--- src/sv/djd_pkg.sv ---
// ----------------------------------------------------------------------------
// djd_pkg
// Types, constants and sizes shared by the drum jam detect controller.
// ----------------------------------------------------------------------------
package djd_pkg;

	localparam int CMD_W    = 16;
	localparam int CUR_W    = 12;
	localparam int POS_W    = 32;
	localparam int TRIG_W   = 16;
	localparam int PWR_W    = 2;
	localparam int MODE_W   = 3;
	localparam int CFG_IDX_W = 3;
	localparam int CFG_DATA_W = 16;

	localparam int WINDOW_DEPTH     = 8;
	localparam int UNJAM_DISTANCE   = 512;
	localparam int TRIGGER_DEADBAND = 3277;

	localparam int CUR_MAX = (1 << CUR_W) - 1;
	localparam int SUM_W   = $clog2(WINDOW_DEPTH * CUR_MAX + 1);

	localparam logic [TRIG_W-1:0]     DEADBAND     = TRIG_W'(TRIGGER_DEADBAND);
	localparam logic signed [POS_W:0] UNJAM_DIST_X = (POS_W + 1)'(UNJAM_DISTANCE);

	// -0.25 in Q1.15
	localparam logic signed [CMD_W-1:0] REVERSE_THROAT = -16'sd8192;
	localparam logic signed [CMD_W-1:0] CMD_MIN        = -16'sd32768;
	localparam logic signed [CMD_W-1:0] CMD_MAX        = 16'sd32767;

	typedef enum logic [MODE_W-1:0] {
		MODE_STOPPED = 3'd0,
		MODE_LOW     = 3'd1,
		MODE_HIGH    = 3'd2,
		MODE_UNJAM   = 3'd3,
		MODE_REVERSE = 3'd4
	} mode_t;

	typedef enum logic [PWR_W-1:0] {
		PWR_FENDER     = 2'd0,
		PWR_INITIATION = 2'd1,
		PWR_TRENCH     = 2'd2,
		PWR_OTHER      = 2'd3
	} power_t;

	typedef enum logic [CFG_IDX_W-1:0] {
		REG_DRUM_LOW        = 3'd0,
		REG_DRUM_FENDER     = 3'd1,
		REG_DRUM_INITIATION = 3'd2,
		REG_DRUM_TRENCH     = 3'd3,
		REG_DRUM_OTHER      = 3'd4,
		REG_THROAT_LEAD     = 3'd5,
		REG_THROAT_FOLLOW   = 3'd6,
		REG_JAM_THRESHOLD   = 3'd7
	} reg_idx_t;

	localparam logic signed [CMD_W-1:0] RST_DRUM_LOW  = 16'sd8192;
	localparam logic signed [CMD_W-1:0] RST_SPEED     = 16'sd16384;
	localparam logic [CUR_W-1:0]        RST_THRESHOLD = 12'd480;

	typedef struct packed {
		logic signed [CMD_W-1:0] drum_low_speed;
		logic signed [CMD_W-1:0] drum_speed_fender;
		logic signed [CMD_W-1:0] drum_speed_initiation;
		logic signed [CMD_W-1:0] drum_speed_trench;
		logic signed [CMD_W-1:0] drum_speed_other;
		logic signed [CMD_W-1:0] throat_lead_speed;
		logic signed [CMD_W-1:0] throat_follow_speed;
		logic [CUR_W-1:0]        jam_threshold;
	} cfg_t;

	typedef struct packed {
		logic shift;
		logic clear;
	} win_ctl_t;

endpackage

--- src/sv/djd_in_if.sv ---
// ----------------------------------------------------------------------------
// djd_in_if
// Per-tick input channel: joystick, sensor and encoder readings.
// ----------------------------------------------------------------------------
interface djd_in_if;
	logic                              valid;
	logic                              ready;
	logic [djd_pkg::TRIG_W-1:0]        trigger_level;
	logic                              reverse_request;
	logic                              intake_deployed;
	logic                              flywheel_ready;
	logic [djd_pkg::PWR_W-1:0]         power_mode;
	logic [djd_pkg::CUR_W-1:0]         drum_current;
	logic signed [djd_pkg::POS_W-1:0]  encoder_position;

	modport source (
		output valid, trigger_level, reverse_request, intake_deployed,
		       flywheel_ready, power_mode, drum_current, encoder_position,
		input  ready
	);
	modport sink (
		input  valid, trigger_level, reverse_request, intake_deployed,
		       flywheel_ready, power_mode, drum_current, encoder_position,
		output ready
	);
endinterface

--- src/sv/djd_out_if.sv ---
// ----------------------------------------------------------------------------
// djd_out_if
// Per-tick result channel: motor commands, drum mode and average current.
// ----------------------------------------------------------------------------
interface djd_out_if;
	logic                              valid;
	logic                              ready;
	logic signed [djd_pkg::CMD_W-1:0]  drum_command;
	logic signed [djd_pkg::CMD_W-1:0]  throat_lead_command;
	logic signed [djd_pkg::CMD_W-1:0]  throat_follow_command;
	logic [djd_pkg::MODE_W-1:0]        drum_mode;
	logic [djd_pkg::CUR_W-1:0]         average_current;

	modport source (
		output valid, drum_command, throat_lead_command, throat_follow_command,
		       drum_mode, average_current,
		input  ready
	);
	modport sink (
		input  valid, drum_command, throat_lead_command, throat_follow_command,
		       drum_mode, average_current,
		output ready
	);
endinterface

--- src/sv/djd_cfg_regs.sv ---
// ----------------------------------------------------------------------------
// djd_cfg_regs
// Speed and jam threshold register file behind the plain write port.
// ----------------------------------------------------------------------------
module djd_cfg_regs (
	input  logic                               clk,
	input  logic                               arst_n,
	input  logic                               cfg_we,
	input  logic [djd_pkg::CFG_IDX_W-1:0]      cfg_index,
	input  logic [djd_pkg::CFG_DATA_W-1:0]     cfg_data,
	output djd_pkg::cfg_t                      cfg
);

	djd_pkg::cfg_t cfg_q;

	always_ff @(posedge clk or negedge arst_n) begin
		if (!arst_n) begin
			cfg_q.drum_low_speed        <= djd_pkg::RST_DRUM_LOW;
			cfg_q.drum_speed_fender     <= djd_pkg::RST_SPEED;
			cfg_q.drum_speed_initiation <= djd_pkg::RST_SPEED;
			cfg_q.drum_speed_trench     <= djd_pkg::RST_SPEED;
			cfg_q.drum_speed_other      <= djd_pkg::RST_SPEED;
			cfg_q.throat_lead_speed     <= djd_pkg::RST_SPEED;
			cfg_q.throat_follow_speed   <= djd_pkg::RST_SPEED;
			cfg_q.jam_threshold         <= djd_pkg::RST_THRESHOLD;
		end else if (cfg_we) begin
			case (djd_pkg::reg_idx_t'(cfg_index))
				djd_pkg::REG_DRUM_LOW:        cfg_q.drum_low_speed        <= cfg_data;
				djd_pkg::REG_DRUM_FENDER:     cfg_q.drum_speed_fender     <= cfg_data;
				djd_pkg::REG_DRUM_INITIATION: cfg_q.drum_speed_initiation <= cfg_data;
				djd_pkg::REG_DRUM_TRENCH:     cfg_q.drum_speed_trench     <= cfg_data;
				djd_pkg::REG_DRUM_OTHER:      cfg_q.drum_speed_other      <= cfg_data;
				djd_pkg::REG_THROAT_LEAD:     cfg_q.throat_lead_speed     <= cfg_data;
				djd_pkg::REG_THROAT_FOLLOW:   cfg_q.throat_follow_speed   <= cfg_data;
				djd_pkg::REG_JAM_THRESHOLD: begin
					cfg_q.jam_threshold <= cfg_data[djd_pkg::CUR_W-1:0];
				end
				default: ;
			endcase
		end
	end

	assign cfg = cfg_q;

endmodule

--- src/sv/djd_win_cell.sv ---
// ----------------------------------------------------------------------------
// djd_win_cell
// One slot of the current window: holds a sample and passes it down the row.
// ----------------------------------------------------------------------------
module djd_win_cell (
	input  logic                          clk,
	input  logic                          arst_n,
	input  djd_pkg::win_ctl_t             ctl,
	input  logic [djd_pkg::CUR_W-1:0]     d,
	output logic [djd_pkg::CUR_W-1:0]     q
);

	logic [djd_pkg::CUR_W-1:0] sample_q;

	always_ff @(posedge clk or negedge arst_n) begin
		if (!arst_n) begin
			sample_q <= '0;
		end else if (ctl.clear) begin
			sample_q <= '0;
		end else if (ctl.shift) begin
			sample_q <= d;
		end
	end

	assign q = sample_q;

endmodule

--- src/sv/djd_window.sv ---
// ----------------------------------------------------------------------------
// djd_window
// Row of window cells with a running sum; gives the floor average that
// includes the incoming sample.
// ----------------------------------------------------------------------------
module djd_window (
	input  logic                          clk,
	input  logic                          arst_n,
	input  djd_pkg::win_ctl_t             ctl,
	input  logic [djd_pkg::CUR_W-1:0]     sample,
	output logic [djd_pkg::CUR_W-1:0]     avg
);

	logic [djd_pkg::CUR_W-1:0] tap [djd_pkg::WINDOW_DEPTH];
	logic [djd_pkg::SUM_W-1:0] sum_q;
	logic [djd_pkg::SUM_W-1:0] sum_next;
	logic [djd_pkg::SUM_W-1:0] quot;

	for (genvar i = 0; i < djd_pkg::WINDOW_DEPTH; i++) begin : g_cell
		if (i == 0) begin : g_head
			djd_win_cell u_cell (
				.clk    (clk),
				.arst_n (arst_n),
				.ctl    (ctl),
				.d      (sample),
				.q      (tap[i])
			);
		end else begin : g_body
			djd_win_cell u_cell (
				.clk    (clk),
				.arst_n (arst_n),
				.ctl    (ctl),
				.d      (tap[i-1]),
				.q      (tap[i])
			);
		end
	end

	// oldest sample leaves from the tail as the new one enters the head
	assign sum_next = sum_q - djd_pkg::SUM_W'(tap[djd_pkg::WINDOW_DEPTH-1])
	                + djd_pkg::SUM_W'(sample);
	assign quot = djd_pkg::SUM_W'(sum_next / djd_pkg::WINDOW_DEPTH);
	assign avg  = quot[djd_pkg::CUR_W-1:0];

	always_ff @(posedge clk or negedge arst_n) begin
		if (!arst_n) begin
			sum_q <= '0;
		end else if (ctl.clear) begin
			sum_q <= '0;
		end else if (ctl.shift) begin
			sum_q <= sum_next;
		end
	end

endmodule

--- src/sv/drum_jam_detect_controller.sv ---
// ----------------------------------------------------------------------------
// drum_jam_detect_controller
// Picks the drum mode each tick, watches the average drum current for jams,
// runs the unjam move by encoder distance and holds the motor commands.
// ----------------------------------------------------------------------------
//  channel  | direction | contents
//  item     | in        | trigger, buttons, flywheel, power mode, current, position
//  result   | out       | drum and throat commands, drum mode, average current
//  cfg_*    | in        | write-only speed and jam threshold registers
//
// a new item is taken every cycle the result register is empty or being drained.
// the result appears in the cycle after its item is taken, from the result
// register after the window row and the mode logic.
// reset clears mode, window, jam position and held commands at once.
// a stalled result holds its register and blocks only further items.
// ----------------------------------------------------------------------------
module drum_jam_detect_controller (
	input  logic                              clk,
	input  logic                              arst_n,
	djd_in_if.sink                            item,
	djd_out_if.source                         result,
	input  logic                              cfg_we,
	input  logic [djd_pkg::CFG_IDX_W-1:0]     cfg_index,
	input  logic [djd_pkg::CFG_DATA_W-1:0]    cfg_data
);

	djd_pkg::cfg_t      cfg;
	djd_pkg::win_ctl_t  win_ctl;
	djd_pkg::mode_t     mode_q;
	djd_pkg::mode_t     mode_sel;
	djd_pkg::mode_t     mode_jam;
	djd_pkg::mode_t     mode_next;

	logic [djd_pkg::CUR_W-1:0]        avg;
	logic                             accept;
	logic                             jam;
	logic                             unjam_done;
	logic signed [djd_pkg::POS_W-1:0] start_q;
	logic signed [djd_pkg::POS_W-1:0] start_next;
	logic signed [djd_pkg::POS_W:0]   pos_x;
	logic signed [djd_pkg::POS_W:0]   limit_x;
	logic signed [djd_pkg::CMD_W-1:0] low_neg;
	logic signed [djd_pkg::CMD_W-1:0] high_drum;
	logic signed [djd_pkg::CMD_W-1:0] drum_q;
	logic signed [djd_pkg::CMD_W-1:0] lead_q;
	logic signed [djd_pkg::CMD_W-1:0] follow_q;
	logic signed [djd_pkg::CMD_W-1:0] drum_next;
	logic signed [djd_pkg::CMD_W-1:0] lead_next;
	logic signed [djd_pkg::CMD_W-1:0] follow_next;

	logic                             out_valid_q;
	logic [djd_pkg::MODE_W-1:0]       out_mode_q;
	logic [djd_pkg::CUR_W-1:0]        out_avg_q;

	djd_cfg_regs u_cfg (
		.clk       (clk),
		.arst_n    (arst_n),
		.cfg_we    (cfg_we),
		.cfg_index (cfg_index),
		.cfg_data  (cfg_data),
		.cfg       (cfg)
	);

	assign item.ready = !out_valid_q || result.ready;
	assign accept     = item.valid && item.ready;

	djd_window u_window (
		.clk    (clk),
		.arst_n (arst_n),
		.ctl    (win_ctl),
		.sample (item.drum_current),
		.avg    (avg)
	);

	// negating the most negative command saturates
	assign low_neg = (cfg.drum_low_speed == djd_pkg::CMD_MIN) ? djd_pkg::CMD_MAX
	                                                          : -cfg.drum_low_speed;

	always_comb begin
		case (djd_pkg::power_t'(item.power_mode))
			djd_pkg::PWR_FENDER:     high_drum = cfg.drum_speed_fender;
			djd_pkg::PWR_INITIATION: high_drum = cfg.drum_speed_initiation;
			djd_pkg::PWR_TRENCH:     high_drum = cfg.drum_speed_trench;
			default:                 high_drum = cfg.drum_speed_other;
		endcase
	end

	always_comb begin
		if (item.trigger_level > djd_pkg::DEADBAND) begin
			mode_sel = djd_pkg::MODE_HIGH;
		end else if (item.reverse_request) begin
			mode_sel = djd_pkg::MODE_REVERSE;
		end else if (mode_q != djd_pkg::MODE_UNJAM) begin
			mode_sel = djd_pkg::MODE_LOW;
		end else begin
			mode_sel = djd_pkg::MODE_UNJAM;
		end
		if (!item.intake_deployed) begin
			mode_sel = djd_pkg::MODE_STOPPED;
		end

		jam        = (mode_sel == djd_pkg::MODE_LOW) && (avg >= cfg.jam_threshold);
		mode_jam   = jam ? djd_pkg::MODE_UNJAM : mode_sel;
		start_next = jam ? item.encoder_position : start_q;

		// sign-extended compare so the start minus distance never wraps
		pos_x      = {item.encoder_position[djd_pkg::POS_W-1], item.encoder_position};
		limit_x    = {start_next[djd_pkg::POS_W-1], start_next} - djd_pkg::UNJAM_DIST_X;
		unjam_done = 1'b0;

		mode_next   = mode_jam;
		drum_next   = drum_q;
		lead_next   = lead_q;
		follow_next = follow_q;

		case (mode_jam)
			djd_pkg::MODE_LOW: begin
				drum_next   = cfg.drum_low_speed;
				lead_next   = '0;
				follow_next = '0;
			end
			djd_pkg::MODE_HIGH: begin
				if (item.flywheel_ready) begin
					drum_next   = high_drum;
					lead_next   = cfg.throat_lead_speed;
					follow_next = cfg.throat_follow_speed;
				end
			end
			djd_pkg::MODE_UNJAM: begin
				drum_next   = low_neg;
				lead_next   = '0;
				follow_next = '0;
				if (pos_x <= limit_x) begin
					unjam_done = 1'b1;
					mode_next  = djd_pkg::MODE_LOW;
				end
			end
			djd_pkg::MODE_REVERSE: begin
				drum_next   = low_neg;
				lead_next   = djd_pkg::REVERSE_THROAT;
				follow_next = djd_pkg::REVERSE_THROAT;
			end
			default: begin
				drum_next   = '0;
				lead_next   = '0;
				follow_next = '0;
			end
		endcase

		win_ctl.shift = accept;
		win_ctl.clear = accept && unjam_done;
	end

	always_ff @(posedge clk or negedge arst_n) begin
		if (!arst_n) begin
			mode_q   <= djd_pkg::MODE_STOPPED;
			start_q  <= '0;
			drum_q   <= '0;
			lead_q   <= '0;
			follow_q <= '0;
		end else if (accept) begin
			mode_q   <= mode_next;
			start_q  <= start_next;
			drum_q   <= drum_next;
			lead_q   <= lead_next;
			follow_q <= follow_next;
		end
	end

	always_ff @(posedge clk or negedge arst_n) begin
		if (!arst_n) begin
			out_valid_q <= 1'b0;
		end else if (item.ready) begin
			out_valid_q <= item.valid;
		end
	end

	always_ff @(posedge clk) begin
		if (accept) begin
			out_mode_q <= mode_next;
			out_avg_q  <= avg;
		end
	end

	// the held command registers double as the result payload
	assign result.valid                 = out_valid_q;
	assign result.drum_command          = drum_q;
	assign result.throat_lead_command   = lead_q;
	assign result.throat_follow_command = follow_q;
	assign result.drum_mode             = out_mode_q;
	assign result.average_current       = out_avg_q;

endmodule

--- src/flat_wrapper.sv ---
// flat-port wrapper written by rule: the top's interface ports become plain ports
module drum_jam_detect_controller_flat 
  (clk, arst_n, cfg_we, cfg_index, cfg_data, item_valid, item_trigger_level, item_reverse_request, item_intake_deployed, item_flywheel_ready, item_power_mode, item_drum_current, item_encoder_position, item_ready, result_valid, result_drum_command, result_throat_lead_command, result_throat_follow_command, result_drum_mode, result_average_current, result_ready);
  djd_in_if item_i ();
  djd_out_if result_i ();
  input  logic clk;
  input  logic arst_n;
  input  logic cfg_we;
  input  logic [djd_pkg::CFG_IDX_W-1:0] cfg_index;
  input  logic [djd_pkg::CFG_DATA_W-1:0] cfg_data;
  input wire logic [$bits(item_i.valid)-1:0] item_valid;
  input wire logic [$bits(item_i.trigger_level)-1:0] item_trigger_level;
  input wire logic [$bits(item_i.reverse_request)-1:0] item_reverse_request;
  input wire logic [$bits(item_i.intake_deployed)-1:0] item_intake_deployed;
  input wire logic [$bits(item_i.flywheel_ready)-1:0] item_flywheel_ready;
  input wire logic [$bits(item_i.power_mode)-1:0] item_power_mode;
  input wire logic [$bits(item_i.drum_current)-1:0] item_drum_current;
  input wire logic [$bits(item_i.encoder_position)-1:0] item_encoder_position;
  output wire logic [$bits(item_i.ready)-1:0] item_ready;
  output wire logic [$bits(result_i.valid)-1:0] result_valid;
  output wire logic [$bits(result_i.drum_command)-1:0] result_drum_command;
  output wire logic [$bits(result_i.throat_lead_command)-1:0] result_throat_lead_command;
  output wire logic [$bits(result_i.throat_follow_command)-1:0] result_throat_follow_command;
  output wire logic [$bits(result_i.drum_mode)-1:0] result_drum_mode;
  output wire logic [$bits(result_i.average_current)-1:0] result_average_current;
  input wire logic [$bits(result_i.ready)-1:0] result_ready;
  assign item_i.valid = item_valid;
  assign item_i.trigger_level = item_trigger_level;
  assign item_i.reverse_request = item_reverse_request;
  assign item_i.intake_deployed = item_intake_deployed;
  assign item_i.flywheel_ready = item_flywheel_ready;
  assign item_i.power_mode = item_power_mode;
  assign item_i.drum_current = item_drum_current;
  assign item_i.encoder_position = item_encoder_position;
  assign item_ready = item_i.ready;
  assign result_valid = result_i.valid;
  assign result_drum_command = result_i.drum_command;
  assign result_throat_lead_command = result_i.throat_lead_command;
  assign result_throat_follow_command = result_i.throat_follow_command;
  assign result_drum_mode = result_i.drum_mode;
  assign result_average_current = result_i.average_current;
  assign result_i.ready = result_ready;
  drum_jam_detect_controller u_core (.clk(clk), .arst_n(arst_n), .item(item_i), .result(result_i), .cfg_we(cfg_we), .cfg_index(cfg_index), .cfg_data(cfg_data));
endmodule
--- config.mk ---
export PLATFORM = sky130hd
export DESIGN_NAME = drum_jam_detect_controller_flat
export DESIGN_NICKNAME = d
export VERILOG_FILES = /design/src/sv/djd_pkg.sv /design/src/sv/djd_in_if.sv /design/src/sv/djd_out_if.sv /design/src/sv/djd_cfg_regs.sv /design/src/sv/djd_win_cell.sv /design/src/sv/djd_window.sv /design/src/sv/drum_jam_detect_controller.sv /design/src/flat_wrapper.sv
export SDC_FILE = /design/constraint.sdc
export NUM_CORES = 1
export LEC_CHECK = 0
export ABC_AREA = 1
export BUFFER_PORTS_ARGS = -buffer_cell sky130_fd_sc_hd__clkbuf_2
export CORE_AREA = 2 2 214 268
export CTS_CLUSTER_SIZE = 16
export DETAILED_ROUTE_END_ITERATION = 12
export DIE_AREA = 0 0 216 270
export GPL_TIMING_DRIVEN = 0
export PLACE_DENSITY = 0.55
export SYNTH_ARGS = -nofsm -noshare
export SYNTH_HDL_FRONTEND = slang
export SYNTH_SLANG_ARGS = --single-unit
--- constraint.sdc ---
create_clock -name clk -period 6.45 [get_ports clk]
set_input_delay 0.9675 -clock clk [delete_from_list [all_inputs] [get_ports clk]]
set_output_delay 0.9675 -clock clk [all_outputs]
set_load 0.02 [all_outputs]
==> out/metrics.cfg, run 1 <==
[clock_network]
tritoncts=done
htreeDepth=2
insertion_delay_ns=0.55
cts.sinks=334
root_buffer=clkbuf_16
path_clk_slew_ns=0.07
cts_max_path_buffers=3
postCtsHoldBufs=0
cts_buffers=38

[final_layout]
design_area_mm2=0.0221
drive_above_1_share_pct=22.7
synthToLayoutAreaGrowth_pct=29.4
mostFrequentLayoutCell=nand2_1
diodes=0
layout_common_cells=734 x nand2_1, 308 x dfrtp_1, 244 x o21ai_0
layout.nets=2555
fin_util_pct=39.7

[setup_path]
cp_slowest_cell=fa_1
cp-end-kind=flip-flop
critical_path_class=in -> reg
cp_max_fo=9
start_kind=input port
path_common_cell=nand2_1
cp_slowest_stage_delay_ns=0.51
critical_path_required_ns=6.88
crit_arrival_ns=7.17

[synthesis]
postSynthAreaPerCell_um2=8.03
synth_enable_flop_cells=15
synth_cells=2132
synth.net_count=2295
synth-async-reset-ratio_pct=95.5
ys_warn_count=0
syn_area_mm2=0.0171
ys_ff_latch=334
synth_flop_cell=dfrtp_1
ys_seq_area_share_pct=49.4
synth.distinct_cells=44

[die]
core-area_mm2=0.0558
start_util_pct=30.6
dieHeight_um=270
die-area_mm2=0.0583
core.rowCount=97
pin_count=154
fp.dieW_um=216

[hold_path]
hold_class=in -> async

[power_and_ir_drop]
p_int_uw=6400
swShare_pct=42.2
peakVddDrop_v=0.000381
power_uw=11100
pwr-share-clk_pct=19.8
leakagePower_uw=0.0110
powerDensity_mw_per_mm2=500
combPwrFrac_pct=53.2
power_frac_seq_pct=27.0
p_switching_uw=4670

[routing]
routed_wl_um=53900
first_iter_violations=795
drt_first_pass_iters=5
avgRoutedWirePerCell_um=17.1
postRouteAntennaNets=0
vias=15200
viasPerCell=4.82
drc=0

[grt]
grt_pass1_vias=15100
antenna_found_initial=0
grt_start_max_net_pins=111
grt-ovfl-total=0
grt_usage_pct=18.0
grt_pass1_wl_um=83100

[timing]
post-route-period-util_pct=105
min_period_ns=6.74
worst_slack_ns=-0.293
rsz0062_at_grt=true
finClkSkew_ns=0.0179
max_freq_mhz=148
hold_viol=0
worst_pin_slew_ns=0.833
drv_slew=0
setup_viol=113
slew_headroom_pct=44.0
holdWs_ns=0.306

[job]
maxCapViolations=0

[placement]
numPortBuffers=153
place_ws_ns=-1.77
hpwl_um=38700
gp_congestion=0.861
dpl_cell_area_mm2=0.0190

[outcome]
status=finished with violations
violations=setup timing

-- area by class of cell --
cell class	instances	area, µm²
Inverter	187	709
Buffer	96	573
Timing Repair Buffer	221	1610
Fill cell	5698	33700
Clock inverter	15	148
Clock buffer	51	1100
Multi-Input combinational cell	1514	8630
Tap cell	742	928
Sequential cell	334	8450
-- worst paths after layout --
path	slack, ns	cells past startpoint	startpoint	to
worst max-delay path	-0.29	44	item_drum_current[2]	u_core.u_window.sum_q[0]$_DFFE_PN0P_
worst min-delay path	0.31	1	arst_n	u_core.u_window.sum_q[12]$_DFFE_PN0P_
worst max register to register	-0.22	43	u_core.u_window.sum_q[2]$_DFFE_PN0P_	u_core.u_window.sum_q[0]$_DFFE_PN0P_
worst min register to register	0.48	2	u_core.u_window.g_cell[4].g_body.u_cell.q[6]$_DFFE_PN0P_	u_core.u_window.g_cell[4].g_body.u_cell.q[6]$_DFFE_PN0P_
max in group asynchronous	4.82	3	arst_n	u_core.result.throat_lead_command[13]$_DFFE_PN0P_
min in group clk	0.48	2	u_core.u_window.g_cell[4].g_body.u_cell.q[6]$_DFFE_PN0P_	u_core.u_window.g_cell[4].g_body.u_cell.q[6]$_DFFE_PN0P_
-- critical path: cells and delay by family --
kind / cells / cell delay [ns]
adder cells (fa/ha/maj): 4 / 1.41
AO/OA/AOI/OAI: 6 / 0.96
AND/OR/NAND/NOR: 22 / 2.14
XOR/XNOR: 2 / 0.62
buffers and inverters: 10 / 1.05
-- registers in the layout (all words and copies together) (netlist names) --
name and flops:
u_core.u_cfg.cfg 124, u_core.u_window.g_cell.g_body.u_cell.q 84, u_core.start_q 32, u_core.result.drum_command 16, u_core.result.throat_follow_command 16, u_core.result.throat_lead_command 16, u_core.u_window.sum_q 15, u_core.result.average_current 12
u_core.u_window.g_cell.g_head.u_cell.q 12, u_core.mode_q 3, u_core.result.drum_mode 3, u_core.result.valid 1
-- cells by family after synthesis --
family	Yosys count	share of synthesized area [%]
buffers and inverters	284	6.81
muxes	8	0.468
AOI/OAI and AO/OA	348	10.9
xor gates and xnor gates	29	1.48
and+or+nand+nor	1055	25.1
adders and majority gates	74	5.94
DFF	334	49.4
-- cell usage after synthesis, types with 2 or more instances --
master      n  share of area, %
a21boi_0    2             0.088
a21oi_1    44               1.3
a22o_1      2              0.10
a31oi_1     6              0.22
and2_1      2             0.073
buf_1       9              0.20
buf_2       7              0.20
buf_4       6              0.26
buf_6       9              0.59
clkbuf_1   66               1.4
dfrtp_1   308                45
dfstp_2    11               1.7
edfxtp_1   15               2.6
fa_1       12               1.4
ha_1       62               4.5
inv_1     186               4.1
mux2i_1     8              0.47
nand2_1   767                17
nand2_2    11              0.40
nand3_1   154               4.5
nand4_1    10              0.37
nor2_1     89               2.0
nor2_2      6              0.22
nor2_4      4              0.26
nor3_1      9              0.26
o211ai_1    6              0.26
o21ai_0   261               7.6
o21ai_1     2             0.059
o21bai_1    7              0.31
o221ai_1   10              0.51
xnor2_1     8              0.41
xor2_1     21               1.1
-- layer usage --
layer / part of all wire [%] / track usage, % / up-vias
li1: - / - / 7397
met1: 42 / 22.8 / 7338
met2: 49 / 31.0 / 405
met3: 5.3 / 3.11 / 102
met4: 3.5 / 5.82 / 0
met5: 0 / 0 / -
-- power groups by stage --
stage / clock network, µW / logic, µW / registers, µW
floorplan: 0 / 2870 / 3020
global placement: 0 / 4140 / 3000
detailed placement: 0 / 4200 / 3000
CTS: 2250 / 5030 / 2980
global route: 2330 / 6530 / 3050
finish: 2190 / 5890 / 2990
-- stage by stage --
stage	std cells	TNS (ns)
final	3160	-25.25
after floorplan	2132	0
after global placement	3027	-999.87
after global routing	3160	-58.94
after CTS	3131	-20.62
after detailed placement	3030	-188.60
-- repair_timing --
action                                  4_1_cts  5_1_grt
gates resized for setup                     127      183
gates cloned                                  3       10
setup buffers                                32       20
endpoints found under the setup margin      113      113
pin swaps                                    53      143
Note: power is estimated with default switching activity, not from simulation.
==> run 2: changes to the inputs <==
- CORE_AREA: 2 2 214 268 -> 2 2 220 277
- DIE_AREA: 0 0 216 270 -> 0 0 222 279
- SYNTH_HIERARCHICAL: unset -> 1
==> run 2 against run 1 <==
Effect of this change: non-clock buffer count up 66; clock skew is 0.015 ns higher; sequential share of layout area fell by 3.2 points; final cell count increased by 10%; power up 15%; wire length rose by 11%; clock-buffer cell count grew 4; clock power increased by 7%; final area rose by 9.3%; global-route usage is 1.1 points higher; largest power group unchanged; synthesized cell count is 11% higher; the flow still finishes with violations (setup timing); combinational power grew 25%.
==> out/metrics.cfg, run 2 <==
[die]
core-area_mm2=0.0592  ; +6.0%
pin_count=154  ; unchanged
core.rowCount=100  ; +3.1%
dieHeight_um=279  ; +3.3%
die-area_mm2=0.0619  ; +6.2%
fp.dieW_um=222  ; +2.8%
start_util_pct=30.8  ; +0.16 points

[power_and_ir_drop]
peakVddDrop_v=0.000286  ; -25%
leakagePower_uw=0.0124  ; +13%
power_uw=12700  ; +15%
powerDensity_mw_per_mm2=526  ; +5.3%

[setup_path]
cp_slowest_stage_delay_ns=0.55  ; +0.04 ns
critical_path_required_ns=6.89  ; about the same
worst-path-buf-inv=40  ; +30
cp-end-kind=flip-flop
start_kind=input port
crit_arrival_ns=7.13  ; -0.04 ns
cp_slowest_cell=fa_1
cpLargestDelayFamily=buffers and inverters
path_common_cell=buf_4
critical_path_class=in -> reg
cp_max_fo=3  ; -6

[clock_network]
postCtsHoldBufs=0  ; unchanged
cts_buffers=40  ; +5.3%
tritoncts=done
path_clk_slew_ns=0.06  ; about the same
cts_max_path_buffers=3  ; unchanged
cts.sinks=334  ; unchanged
htreeDepth=2  ; unchanged
root_buffer=clkbuf_16
insertion_delay_ns=0.57  ; +0.02 ns

[routing]
postRouteAntennaNets=0  ; unchanged
avgRoutedWirePerCell_um=17.1  ; +0.35%
vias=16800  ; +10%
drc=0  ; unchanged
viasPerCell=4.83  ; about the same
drt_first_pass_iters=5  ; unchanged
routed_wl_um=59700  ; +11%
first_iter_violations=1151  ; +45%

[timing]
post-route-period-util_pct=104  ; -0.80 points
worst_slack_ns=-0.242  ; +0.0514 ns
hold_viol=0  ; unchanged
rsz0062_at_grt=true
drv_slew=0  ; unchanged
max_freq_mhz=149  ; +0.77%
setup_viol=111  ; -1.8%
finClkSkew_ns=0.0327  ; +0.0148 ns
slew_headroom_pct=49.9  ; +5.9 points
worst_pin_slew_ns=0.751  ; -0.0821 ns
min_period_ns=6.69  ; -0.0514 ns

[grt]
grt_usage_pct=19.1  ; +1.1 points
grtUsageMet1_pct=23.4  ; +0.59 points
grt_start_max_net_pins=114  ; +2.7%
grt_util_met3_pct=2.81  ; -0.30 points
grt_pass1_vias=16900  ; +12%
grt_busiest_layer=met2
grt-ovfl-total=0  ; unchanged
antenna_found_initial=0  ; unchanged
grt.met2_usage_pct=34.0  ; +3.0 points
grt_pass1_wl_um=93300  ; +12%

[final_layout]
largest_reg_flops=124  ; unchanged
fin_util_pct=40.9  ; +1.2 points
mostFrequentLayoutCell=nand2_1
design_area_mm2=0.0242  ; +9.3%
regArea_mm2=0.00845  ; unchanged
diodes=0  ; unchanged
drive_above_1_share_pct=28.7  ; +6.0 points
synthToLayoutAreaGrowth_pct=32.8
layout.nets=2855  ; +12%
layout_common_cells=921 x nand2_1, 308 x dfrtp_1, 180 x inv_1
multi_input_area_mm2=0.00972  ; +13%
fillers=5888  ; +3.3%

[synthesis]
synth-async-reset-ratio_pct=95.5  ; unchanged
synth_most_common_cell=nand2_1
synth.distinct_cells=49  ; +11%
synth.net_count=2526  ; +10%
synth_cells=2363  ; +11%
synth_enable_flop_cells=15  ; unchanged
ys_seq_area_share_pct=46.3  ; -3.0 points
postSynthAreaPerCell_um2=7.72  ; -3.9%
synth_top_area_share_pct=42.3  ; -2.8 points
synth.area.top_cells=dfrtp_1 42%, nand2_1 20%, nand3_1 6.0%, inv_1 4.3%, ha_1 4.3%
ys_ff_latch=334  ; unchanged
syn_area_mm2=0.0182  ; +6.6%
synth.largest_area_cell=dfrtp_1
ys_top_cells_by_count=990 x nand2_1, 308 x dfrtp_1, 219 x nand3_1
ys_warn_count=6  ; +6
synth_flop_cell=dfrtp_1

[placement]
dpl_cell_area_mm2=0.0201  ; +6.1%
gp_congestion=0.888  ; +3.2%
hpwl_um=40700  ; +5.2%
numPortBuffers=139  ; -9.2%

[hold_path]
hold_class=in -> async

[outcome]
violations=setup timing
status=finished with violations

[job]
maxCapViolations=0  ; unchanged

run 2: area by class of cell:
type / count / share of cell area [%]
timing repair buffer: 288 / 8.99
timing repair inverter: 3 / 0.140
tap: 765 / 3.95
inverter: 217 / 3.65
clock inverter: 18 / 0.915
multi-input combinational: 1713 / 40.2
clock buffer: 55 / 4.70
sequential: 334 / 34.9
buffer: 95 / 2.62
run 2: metrics by stage:
step / cells / TNS [ns] / hold WS [ns] / setup slack [ns]
2_1_floorplan: 2363 / -4.65 / 0.437 / -0.0585
3_3_place_gp: 3267 / -1056.55 / 0.451 / -2.81
3_5_place_dp: 3270 / -197.11 / 0.455 / -1.85
4_1_cts: 3464 / -1.98 / 0.402 / -0.0885
5_1_grt: 3488 / -53.77 / 0.420 / -0.528
6_report: 3488 / -14.59 / 0.408 / -0.242
run 2: kinds of logic after synthesis:
family                   count (synthesis)  share of synthesized area, %
multiplexers                             8                         0.439
XOR/XNOR                                23                          1.19
AND/OR/NAND/NOR                       1410                          32.6
adder cells (fa/ha/maj)                 74                          5.57
AO/OA/AOI/OAI                          197                          6.06
buffers and inverters                  317                          7.83
flip-flops                             334                          46.3
run 2: what timing repair did:
action | CTS | global route
resized for setup | 191 | 163
endpoints found under the hold margin | 0 | 0
endpoints found under the setup margin | 113 | 112
gates cloned | 8 | 5
buffers inserted | 120 | 22
pin swaps | 109 | 79
run 2: path summary, 6_finish.rpt:
check	startpoint	to	slack [ns]	depth (start not counted)
max	item_drum_current[1]	u_core/u_window/sum_q[10]$_DFFE_PN0P_	-0.24	50
max reg2reg	u_core/u_window/sum_q[2]$_DFFE_PN0P_	u_core/u_window/g_cell[6].g_body.u_cell/q[5]$_DFFE_PN0P_	-0.09	43
min reg2reg	u_core/u_cfg/cfg[7]$_DFFE_PN1P_	u_core/u_cfg/cfg[7]$_DFFE_PN1P_	0.47	2
min in group clk	u_core/u_cfg/cfg[7]$_DFFE_PN1P_	u_core/u_cfg/cfg[7]$_DFFE_PN1P_	0.47	2
max in group asynchronous	arst_n	u_core/u_window/g_cell[7].g_body.u_cell/q[9]$_DFFE_PN0P_	5.11	2
min	arst_n	u_core/result.drum_command[14]$_DFFE_PN0P_	0.41	1
run 2: where the power goes:
group          switching [µW]  internal (µW)  total [µW]
Combinational            4050           3340        7390
Clock                     973           1370        2340
Sequential                334           2680        3010
run 2: layer usage:
metal  share of wire, %  up-vias
li1                   -     8128
met4                3.6        0
met1                 42     8136
met2                 50      448
met5                  0        -
met3                4.2      121
==> run 3: changes to the inputs <==
- BUFFER_PORTS_ARGS: -buffer_cell sky130_fd_sc_hd__clkbuf_2 -> unset
- CAP_MARGIN: unset -> 10
- DONT_BUFFER_PORTS: unset -> 1
- PLACE_DENSITY: 0.55 -> 0.51
- clock period: 6.45 -> 6.6 ns (I/O delays scaled with it)
==> run 3 against run 2 <==
Effect of this change: the run still ends with setup timing left; combinational power fell by 14%; non-clock buffer count fell by 194; register-to-register slack got worse by 0.07 ns; power fell by 7.6%; die area did not move; global-route usage fell by 0.27 points; final area fell by 6.5%; wire length fell by 2.3%; final cell count fell by 5.6%; critical path type unchanged; largest power group unchanged.
==> out/metrics.cfg, run 3 (synthesized netlist as in run 2, its figures left out) <==
[setup_path]
r2r_cells=49  ; +14%
critical_path_required_ns=7.08  ; +0.19 ns
cp_slowest_cell=fa_1
cp_max_fo=3  ; unchanged
path_common_cell=buf_4
cp-end-kind=flip-flop
rrSetupSlack_ns=-0.16  ; -0.07 ns
start_kind=input port
crit_arrival_ns=7.28  ; +0.15 ns
cp_slowest_stage_delay_ns=0.54  ; about the same
timing.rr.start=u_core/u_window/g_cell[7].g_body.u_cell/q[1]$_DFFE_PN0P_
critical_path_class=in -> reg
rr_endpoint=u_core/u_window/sum_q[10]$_DFFE_PN0P_

[outcome]
status=finished with violations
violations=setup timing

[placement]
place_ws_ns=-1.71  ; +0.145 ns
hpwl_um=40800  ; +0.16%
dpl_cell_area_mm2=0.0193  ; -4.3%
gp_congestion=0.897  ; +1.0%
numPortBuffers=0  ; -100%

[timing]
slew_headroom_pct=44.1  ; -5.8 points
finClkSkew_ns=0.0289  ; -0.00381 ns
hold_viol=0  ; unchanged
min_period_ns=6.80
worst_pin_slew_ns=0.839  ; +0.0877 ns
worst_slack_ns=-0.197  ; +0.0441 ns
max_freq_mhz=147
post-route-period-util_pct=103
tns_ns=-5.19  ; +9.40 ns
setup_viol=95  ; -14%
rsz0062_at_grt=true
holdWs_ns=0.147  ; -0.262 ns
drv_slew=0  ; unchanged

[clock_network]
postCtsHoldBufs=0  ; unchanged
cts_max_path_buffers=3  ; unchanged
cts_buffers=40  ; unchanged
htreeDepth=2  ; unchanged
insertion_delay_ns=0.58  ; about the same
root_buffer=clkbuf_16
path_clk_slew_ns=0.06  ; about the same
tritoncts=done
cts.sinks=334  ; unchanged

[routing]
drt_first_pass_iters=7  ; +2
routed_wl_um=58400  ; -2.3%
first_iter_violations=977  ; -15%
avgRoutedWirePerCell_um=17.7  ; +3.5%
vias=15900  ; -5.8%
postRouteAntennaNets=0  ; unchanged
viasPerCell=4.82  ; -0.22%
drc=0  ; unchanged

[die]
pin_count=154  ; unchanged
fp.dieW_um=222  ; unchanged
dieHeight_um=279  ; unchanged
core-area_mm2=0.0592  ; unchanged
die-area_mm2=0.0619  ; unchanged
core.rowCount=100  ; unchanged
start_util_pct=30.8  ; unchanged

[power_and_ir_drop]
powerDensity_mw_per_mm2=520  ; -1.2%
power_uw=11800  ; -7.6%
peakVddDrop_v=0.000308  ; +7.7%
leakagePower_uw=0.0115  ; -7.3%

[final_layout]
layout_common_cells=892 x nand2_1, 308 x dfrtp_1, 198 x nand3_1
layout.nets=2660  ; -6.8%
diodes=0  ; unchanged
synthToLayoutAreaGrowth_pct=24.2
multi_input_area_mm2=0.00945  ; -2.8%
drive_above_1_share_pct=21.2  ; -7.5 points
largest_reg_flops=124  ; unchanged
mostFrequentLayoutCell=nand2_1
design_area_mm2=0.0226  ; -6.5%
fillers=6054  ; +2.8%
regArea_mm2=0.00845  ; unchanged

[job]
maxCapViolations=0  ; unchanged

[grt]
grt_pass1_wl_um=91500  ; -1.9%
grt-ovfl-total=0  ; unchanged
grt_pass1_vias=16100  ; -4.8%
antenna_found_initial=1  ; +1
grt_usage_pct=18.8  ; -0.27 points
grt_start_max_net_pins=320  ; +180%

[hold_path]
hold_class=in -> async

==> run 3: cell count changes in the layout (fill, tap and decap cells not counted), sizes merged <==
cell / before / now
nor2: 126 / 128
bufinv: 3 / 5
clkbuf: 233 / 84
bufbuf: 0 / 1
clkinvlp: 2 / 4
buf: 205 / 151
==> run 3: through the flow <==
stage	cells	util [%]
3_5_place_dp	3129	32.6
3_3_place_gp	3128	32.5
6_report	3292	38.3
4_1_cts	3269	37.1
2_1_floorplan	2363	-
5_1_grt	3292	38.3
==> run 3: cell type report <==
cell class                      instances  area share (%)
Buffer                                 89            2.54
Tap cell                              765            4.23
Sequential cell                       334            37.3
Clock buffer                           47            4.71
Clock inverter                         25            1.45
Inverter                              217            3.81
Multi-Input combinational cell       1715            41.7
Timing Repair Buffer                  100            4.22
==> run 3: where the power goes <==
group / total (µW) / switching [µW] / internal, µW
clock: 2330 / 959 / 1370
sequential: 3070 / 451 / 2620
combinational: 6370 / 3540 / 2840
total: 11800 / 4950 / 6830
==> run 3: layer usage <==
layer / part of all wire (%) / track usage, % / wire [µm]
met5: 0 / 0 / 0
met2: 51 / 34.1 / 29900
met3: 4.2 / 2.62 / 2450
met4: 2.8 / 6.06 / 1610
met1: 42 / 22.9 / 24400
==> run 3: worst max-delay path by stage <==
stage,to,slack [ns],start
after global placement,u_core/u_window/sum_q[3]$_DFFE_PN0P_,-1.76,item_drum_current[3]
after floorplan,u_core/u_window/sum_q[1]$_DFFE_PN0P_,0.001,item_drum_current[1]
after detailed placement,u_core/u_window/sum_q[0]$_DFFE_PN0P_,-1.71,item_drum_current[1]
after CTS,u_core/u_window/g_cell[5].g_body.u_cell/q[1]$_DFFE_PN0P_,-0.07,u_core/u_window/g_cell[7].g_body.u_cell/q[1]$_DFFE_PN0P_
after global routing,u_core/u_window/g_cell[7].g_body.u_cell/q[10]$_DFFE_PN0P_,-0.48,u_core/u_window/sum_q[4]$_DFFE_PN0P_
final,u_core/u_window/sum_q[10]$_DFFE_PN0P_,-0.20,item_drum_current[1]
==> run 3: critical path, delay by kind of cell <==
| family | cells | cell delay, ns |
|---|---|---|
| buffers and inverters | 40 | 4.70 |
| adder cells (fa/ha/maj) | 2 | 0.94 |
| AND/OR/NAND/NOR | 8 | 0.63 |
==> run 3: repair_timing <==
item	in CTS	in global routing
pin swaps	47	72
setup buffers	75	19
endpoints found under the hold margin	0	0
cloned	4	5
setup endpoints to repair	113	113
gates resized for setup	142	149
